## src/rmt_pkg.sv

```systemverilog
// shared types and constants for the range mex min-tree
`timescale 1ns / 1ps

package rmt_pkg;

    localparam int VALUE_W  = 10;
    localparam int POS_IN_W = 16;
    localparam int MEX_W    = 10;

    localparam logic KIND_RECORD = 1'b0;
    localparam logic KIND_QUERY  = 1'b1;

    typedef enum logic [3:0] {
        S_CLEAR = 4'b0001,
        S_IDLE  = 4'b0010,
        S_UP    = 4'b0100,
        S_DOWN  = 4'b1000
    } t_state;

    typedef struct packed {
        logic clr;
        logic rec_start;
        logic up;
        logic qry_start;
        logic down;
    } t_cmd;

    typedef struct packed {
        logic clr_last;
        logic rec_ok;
        logic up_last;
        logic down_last;
    } t_sts;

endpackage

```

## src/rmt_ctrl.sv

```systemverilog
// controller state machine for clear, record climb and query descent
`timescale 1ns / 1ps

module rmt_ctrl (
    input  logic          i_clk,
    input  logic          i_rst_n,
    input  logic          start,
    input  logic          i_kind,
    input  rmt_pkg::t_sts i_sts,
    output rmt_pkg::t_cmd o_cmd,
    output logic          busy
);

    import rmt_pkg::*;

    t_state r_state;
    t_state n_state;
    t_cmd   w_cmd;

    always_ff @(posedge i_clk) begin
        if (!i_rst_n) begin
            r_state <= S_CLEAR;
        end else begin
            r_state <= n_state;
        end
    end

    always_comb begin
        n_state = r_state;
        w_cmd   = '0;
        case (r_state)
            S_CLEAR: begin
                w_cmd.clr = 1'b1;
                if (i_sts.clr_last) begin
                    n_state = S_IDLE;
                end
            end
            S_IDLE: begin
                if (start) begin
                    if (i_kind == KIND_QUERY) begin
                        w_cmd.qry_start = 1'b1;
                        n_state = S_DOWN;
                    end else if (i_sts.rec_ok) begin
                        w_cmd.rec_start = 1'b1;
                        n_state = S_UP;
                    end
                end
            end
            S_UP: begin
                w_cmd.up = 1'b1;
                if (i_sts.up_last) begin
                    n_state = S_IDLE;
                end
            end
            S_DOWN: begin
                w_cmd.down = 1'b1;
                if (i_sts.down_last) begin
                    n_state = S_IDLE;
                end
            end
            default: begin
                n_state = S_CLEAR;
            end
        endcase
    end

    assign o_cmd = w_cmd;
    assign busy  = (r_state != S_IDLE);

endmodule

```

## config.mk

```make
export PLATFORM = sky130hd
export DESIGN_NAME = rmt_ctrl
export DESIGN_NICKNAME = d
export VERILOG_FILES = /design/src/rmt_pkg.sv /design/src/rmt_ctrl.sv
export SDC_FILE = /design/constraint.sdc
export NUM_CORES = 1
export LEC_CHECK = 0
export ABC_CLOCK_PERIOD_IN_PS = 2050
export BUFFER_PORTS_ARGS = -buffer_cell sky130_fd_sc_hd__buf_2
export CORE_AREA = 4 4 41 43
export DETAILED_ROUTE_END_ITERATION = 10
export DIE_AREA = 0 0 45 47
export PLACE_DENSITY = 0.49
export SYNTH_ARGS = -nofsm -noshare
export SYNTH_HDL_FRONTEND = slang
export SYNTH_SLANG_ARGS = --single-unit
```

## constraint.sdc

```tcl
create_clock -name i_clk -period 2.05 [get_ports i_clk]
set_input_delay 0.41 -clock i_clk [delete_from_list [all_inputs] [get_ports i_clk]]
set_output_delay 0.41 -clock i_clk [all_outputs]
set_load 0.02 [all_outputs]
```

==> reports/qor.txt, run 1 <==
Detailed placement HPWL - 566 µm
Category of the worst setup path capture point - output pin
P&R area growth vs syn - 18.3%
Number of antenna-violating nets in the routed design - 0
Crit path max-delay family - simple AND/OR/NAND/NOR gates
Post-synthesis sequential element count - 4
Number of antenna violations at the first check in global routing - 0
Worst endpoint required time - 1640 ps
Clock slew at the register clock pins of the worst setup and hold paths - 40 ps
Net count reported at finish - 64
Highest net fanout along the worst path - 10
Worst ir drop on vdd - 334 µV
Leakage - 0.206 nW
Pin count of the biggest net entering global routing - 11
Minimum clock period after layout - 1860 ps
Most area-hungry cell type in the Yosys netlist - sky130_fd_sc_hd__dfxtp_1
Fill cell count - 144
Standard-cell rows - 13
Worst Skew - 1.77 ps
Initial core utilization - 30.5%
Routability congestion estimate from global placement - 0.691
Number of iterations in the first detailed-routing pass - 3
Number of standard cells after synthesis - 40
Distinct cell type count after synthesis - 24
Avg Synthesized Cell Area - 9.92 µm²
Hold Violations, Final - 0
P per Cell Area - 780 mW/mm²
Post-CTS Setup Bufs - 0
Path type of the worst setup path - flip-flop to output pin
Count of port buffers added during placement - 13
Core area - 0.00130 mm²
Share of the core filled with cells - 36.1%
Die Span Y - 47 µm
Number of top-level design ports - 14
Sum Neg Setup Slack - 0 ps
Commonest non-fill, non-tap cell in the layout - sky130_fd_sc_hd__buf_2
Wirelength, routed - 753 µm
Cell chosen for the clock root - sky130_fd_sc_hd__clkbuf_4
Worst slew margin - 71.9%
CTS tree - built
Number of maximum-capacitance violations - 0
Detailed-route DRC error count - 0
Horizontal extent of the die - 45 µm
WL per Instance - 10.9 µm
Delay of the slowest cell on the worst path - 420 ps
GRT Resource Usage Total - 9.33%
Register area share after synthesis - 20.2%
Vias per inst - 4.91
Register with the most flip-flops - r_state
Total count of max-transition violations in the final report - 0
Routed length on met1 - 358 µm
Clock latency on the worst-skew pair - 240 ps
Total inserted antenna cells - 0
Total via count after detailed routing - 339
Startpoint kind of the worst setup timing path - flip-flop
Setup violations, final - 0
Number of global-route vias before repair - 307
Combined area of all synthesized cells - 397 µm²
Top post-synthesis cells by area - sky130_fd_sc_hd__dfxtp_1, sky130_fd_sc_hd__nor4b_4, sky130_fd_sc_hd__mux2i_1
Min-Delay Startpoint - i_rst_n
Worst endpoint data arrival time - 1450 ps
Commonest cells after routing, fill and taps aside - sky130_fd_sc_hd__buf_2, sky130_fd_sc_hd__inv_1, sky130_fd_sc_hd__o21ai_0
First-iteration detailed-routing DRC count - 2
RSZ-0062 raised after global routing - no
F_max - 0.537 GHz
TritonCTS Buffers - 3
Largest registers ranked by flip-flop count - r_state (4)
Synth Net Count - 48
Layout cells sized above 1 - 46.3%
Count of clock tree sinks - 4
Detailed route wirelength on metal3 - 72 µm
Startpoint of the lowest-slack register-to-register path - r_state[0]
Highest Signal Layer - met4
GRT Residual Overflow - 0
Routed length on met2 - 309 µm
Transition time at the pin with the least slew margin - 420 ps
Global-route wire length before repair - 1320 µm
Tightest Hold Check Type - input pin to flip-flop
Worst Setup SP - r_state[0]
Crit-path slowest cell - sky130_fd_sc_hd__dfxtp_1
Maximum level of the CTS H-tree - 1
Combined buffer and inverter count along the critical path - 1
Max FFs per register - 4
Outcome - finished, final reports clean
Number of warnings reported in the yosys synthesis log - 0
Fraction of synthesized cell area taken by the top area cell type - 20.2%
Cell breakdown of the critical path - nor4b_4 -> and4b_1 -> buf_2
Die area - 0.00212 mm²
Final critical-path share of the clock period - 90.8%
Max Buffers Root-to-Sink - 2
==> kinds of logic after synthesis <==
group	after synthesis	synth area share [%]
simple gates	14	31.9
compound gates	10	21.8
buf+inv	8	16.4
flops	4	20.2
mux	3	7.57
xor+xnor	1	2.21
==> power by group <==
part | internal (mW) | switching (mW) | total (mW)
Sequential | 0.0899 | 0.0177 | 0.108
Clock | 0.0655 | 0.0330 | 0.0986
Combinational | 0.0784 | 0.0815 | 0.160
==> final timing paths <==
path                            slack [ps]  cells past startpoint         end
worst max-delay path                   190                      3    o_cmd[3]
worst min-delay path                   420                      2  r_state[0]
worst max register to register         630                      4  r_state[1]
worst min register to register         560                      2  r_state[2]
==> metrics by stage <==
step                      std cells  hold slack [ps]  setup WS, ps  area (µm²)  total power, mW
final                            69              424           188         469            0.366
after global routing             69              441          72.0         469            0.398
after CTS                        69              420          82.5         468            0.373
after detailed placement         66              629           340         445            0.269
after global placement           66              631           368         445            0.273
after floorplan                  40              490           353         397            0.250
==> synth_stat cells <==
master,instances
sky130_fd_sc_hd__buf_6,2
sky130_fd_sc_hd__o211a_1,1
sky130_fd_sc_hd__nor4_1,1
sky130_fd_sc_hd__a21oi_2,1
sky130_fd_sc_hd__o2111ai_1,1
sky130_fd_sc_hd__o31ai_4,1
sky130_fd_sc_hd__nor4b_1,1
sky130_fd_sc_hd__dfxtp_1,4
sky130_fd_sc_hd__nand3_1,1
sky130_fd_sc_hd__o21ai_0,4
sky130_fd_sc_hd__inv_1,4
sky130_fd_sc_hd__and4b_1,1
sky130_fd_sc_hd__mux2i_1,3
sky130_fd_sc_hd__and3_1,1
sky130_fd_sc_hd__xor2_1,1
sky130_fd_sc_hd__o21ai_1,1
sky130_fd_sc_hd__nand3b_1,2
sky130_fd_sc_hd__clkbuf_4,1
sky130_fd_sc_hd__buf_12,1
sky130_fd_sc_hd__nand2_1,3
sky130_fd_sc_hd__nor4b_4,2
sky130_fd_sc_hd__a22oi_2,1
sky130_fd_sc_hd__nor3b_2,1
sky130_fd_sc_hd__nor2_1,1
==> metal layers <==
| metal | vias up | track usage (%) |
|---|---|---|
| li1 | 174 | - |
| met1 | 152 | 11.2 |
| met2 | 11 | 11.9 |
| met3 | 2 | 5.75 |
| met4 | 0 | 7.02 |
| met5 | - | 0 |
==> worst register-to-register path, cell delays in order, from the launching register on <==
cell and delay, ps:
sky130_fd_sc_hd__dfxtp_1 570, sky130_fd_sc_hd__nor4b_4 310, sky130_fd_sc_hd__a22oi_2 140, sky130_fd_sc_hd__o31ai_4 120
sky130_fd_sc_hd__mux2i_1 220
==> repair_timing <==
action / CTS / global route
setup endpoints to repair: 0 / 1
hold buffers: 0 / 0
resized for setup: 0 / 1
==> final cells by class <==
type                    count  area [µm²]  area share (%)
repair buffers             15        80.1            17.1
clock buffers               3        22.5            4.80
inverters                   4        15.0            3.20
flip-flops and latches      4        81.3            17.3
well taps                  15        18.8            4.00
multi-input cells          28         251            53.6
Power figures use the tool's default switching activity.
==> inputs of run 2 (changes only) <==
CTS_BUF_LIST = sky130_fd_sc_hd__clkbuf_16   (was not set)
==> run 2 against run 1 <==
  * Non-clock buffer count unchanged
  * Sequential share of layout area shrank 1.9 points
  * Via count up 0.29%
  * Global-route usage decreased by 0.24 points
  * Maximum frequency fell by 4.3%
  * Final cell count unchanged
  * Register-to-register slack worse by 30 ps
  * Sequential cell count unchanged
  * Clock power rose to 3.0 times the previous value
  * Total power increased by 55%
  * Setup slack worse by 83 ps
  * Combinational power barely moved
  * Largest cell class unchanged
  * Highest routed layer is now met3
==> reports/qor.txt, run 2 (synthesized netlist as in run 1, its figures left out) <==
Outcome - finished, final reports clean
Crit path max-delay family - simple AND/OR/NAND/NOR gates
Number of antenna-violating nets in the routed design - 0 (unchanged)
Setup slack of the most critical reg-to-reg path - 600 ps (-30 ps)
Post-cts resize count - 0 (unchanged)
TritonCTS Buffers - 3 (unchanged)
Largest registers ranked by flip-flop count - r_state (4)
Commonest cells after routing, fill and taps aside - sky130_fd_sc_hd__buf_2, sky130_fd_sc_hd__inv_1, sky130_fd_sc_hd__o21ai_0, sky130_fd_sc_hd__dfxtp_1
Clock latency on the worst-skew pair - 220 ps (-20 ps)
Maximum level of the CTS H-tree - 1 (unchanged)
Max Buffers Root-to-Sink - 2 (unchanged)
Layout cells sized above 1 - 44.4% (-1.9 points)
P&R area growth vs syn - 31.2%
Die area - 0.00212 mm² (unchanged)
Worst endpoint required time - 1640 ps (about the same)
Hold-fix buffers, CTS - 0 (unchanged)
Sequential cell fraction of total power - 19.2% (-10 points)
Standard-cell rows - 13 (unchanged)
First-iteration detailed-routing DRC count - 8 (+6)
Final Hold Slack - 442 ps (+18.3 ps)
Comb power frac - 28.2% (-16 points)
Path type of the worst setup path - flip-flop to output pin
Category of the worst setup path capture point - output pin
Register with the most flip-flops - r_state
Worst Skew - 0.587 ps (-1.19 ps)
Tightest Hold Check Type - input pin to flip-flop
Fill cell count - 137 (-4.9%)
Sum Neg Setup Slack - 0 ps (unchanged)
Count of clock tree sinks - 4 (unchanged)
Delay of the slowest cell on the worst path - 480 ps (+60 ps)
Combined buffer and inverter count along the critical path - 1 (unchanged)
Number of global-route vias before repair - 307 (unchanged)
Share of total power consumed by net switching - 26.5% (-9.7 points)
Net switching power of the design - 0.150 mW (+13%)
Initial core utilization - 30.5% (unchanged)
P per Cell Area - 1090 mW/mm² (+40%)
Post-layout instance count excluding filler cells - 69 (unchanged)
GRT Residual Overflow - 0 (unchanged)
Net count reported at finish - 64 (unchanged)
Cell chosen for the clock root - sky130_fd_sc_hd__clkbuf_16
Post-CTS Setup Bufs - 0 (unchanged)
Count of port buffers added during placement - 13 (unchanged)
Die Span Y - 47 µm (unchanged)
Total inserted antenna cells - 0 (unchanged)
Total area of multi-input combinational cells - 251 µm² (unchanged)
Worst slew margin - 69.2% (-2.8 points)
Highest net fanout along the worst path - 9 (-1)
Core area - 0.00130 mm² (unchanged)
Detailed placement HPWL - 566 µm (unchanged)
Commonest non-fill, non-tap cell in the layout - sky130_fd_sc_hd__buf_2
F_max - 0.514 GHz (-4.3%)
Total count of max-transition violations in the final report - 0 (unchanged)
Routed length on met1 - 372 µm (+3.9%)
Startpoint kind of the worst setup timing path - flip-flop
Total via count after detailed routing - 340 (+0.29%)
# placed instances - 66 (unchanged)
Routability congestion estimate from global placement - 0.691 (unchanged)
RSZ-0062 raised after global routing - no
Combined flip-flop and latch cell area - 80.1 µm² (-1.5%)
Leakage - 0.229 nW (+11%)
Highest Signal Layer - met3
Final critical-path share of the clock period - 94.9% (+4.0 points)
Number of top-level design ports - 14 (unchanged)
Global-route wire length before repair - 1310 µm (-0.98%)
Number of iterations in the first detailed-routing pass - 4 (+1)
GRT Resource Usage Total - 9.09% (-0.24 points)
Setup violations, final - 0 (unchanged)
Internal - 0.417 mW (+78%)
Number of maximum-capacitance violations - 0 (unchanged)
Hold Violations, Final - 0 (unchanged)
Crit-path slowest cell - sky130_fd_sc_hd__nor4b_4
Wirelength, routed - 789 µm (+4.8%)
Horizontal extent of the die - 45 µm (unchanged)
Fraction of power consumed by the clock network - 52.6% (+26 points)
Detailed-route DRC error count - 0 (unchanged)
Clock slew at the register clock pins of the worst setup and hold paths - 30 ps (about the same)
Max FFs per register - 4 (unchanged)
WL per Instance - 11.4 µm (+4.8%)
Transition time at the pin with the least slew margin - 462 ps (+41.4 ps)
Worst ir drop on vdd - 652 µV (+95%)
Cell breakdown of the critical path - nor4b_4 -> and4b_1 -> buf_2
Detailed route wirelength on metal3 - 76 µm (+5.6%)
Minimum clock period after layout - 1940 ps (+82.7 ps)
Worst setup timing slack at the placement stage - 340 ps (unchanged)
Vias per inst - 4.93 (+0.29%)
Pin count of the biggest net entering global routing - 11 (unchanged)
CTS tree - built
Worst endpoint data arrival time - 1530 ps (+80 ps)
Final setup margin - 105 ps (-82.7 ps)
Number of antenna violations at the first check in global routing - 0 (unchanged)
Routed length on met2 - 339 µm (+9.7%)
## run 2: cell counts in the layout (fill, tap and decap cells not counted)
No cell type changed its count.
## run 2: final timing paths
check                     to  depth (start not counted)       start
setup / recovery    o_cmd[3]                          3  r_state[2]
setup reg to reg  r_state[3]                          4  r_state[2]
hold / removal    r_state[0]                          2     i_rst_n
hold reg to reg   r_state[2]                          3  r_state[1]
## run 2: worst reg2reg max path: cells and delay by family, from the launching register on
| kind | cells | cell delay (ps) |
|---|---|---|
| simple gates | 1 | 480 |
| flops | 1 | 440 |
| compound gates | 2 | 240 |
| mux | 1 | 210 |
## run 2: routing by layer
metal | GRT usage [%] | up-vias
met5 | 0 | -
met4 | 3.51 | 0
met3 | 5.75 | 0
li1 | - | 176
met2 | 12.4 | 11
met1 | 11.4 | 153
## run 2: power by group through the flow
| stage | clock network [mW] | logic, mW | registers (mW) |
|---|---|---|---|
| CTS | 0.304 | 0.162 | 0.109 |
| global route | 0.311 | 0.176 | 0.111 |
| finish | 0.298 | 0.160 | 0.109 |
| floorplan | 0 | 0.155 | 0.0954 |
| detailed placement | 0 | 0.160 | 0.109 |
| global placement | 0 | 0.163 | 0.110 |
## run 2: per-stage QoR
stage	area, µm²	utilization, %	power [mW]
floorplan	397	-	0.250
global placement	445	34.2	0.273
detailed placement	445	34.2	0.269
CTS	520	40.0	0.575
global route	520	40.0	0.598
finish	520	40.0	0.567
## run 2: layout make-up
cell class | instances | area share (%)
Inverter | 4 | 2.88
Tap cell | 15 | 3.61
Multi-Input combinational cell | 28 | 48.3
Timing Repair Buffer | 15 | 15.4
Sequential cell | 4 | 15.4
Clock buffer | 3 | 14.4
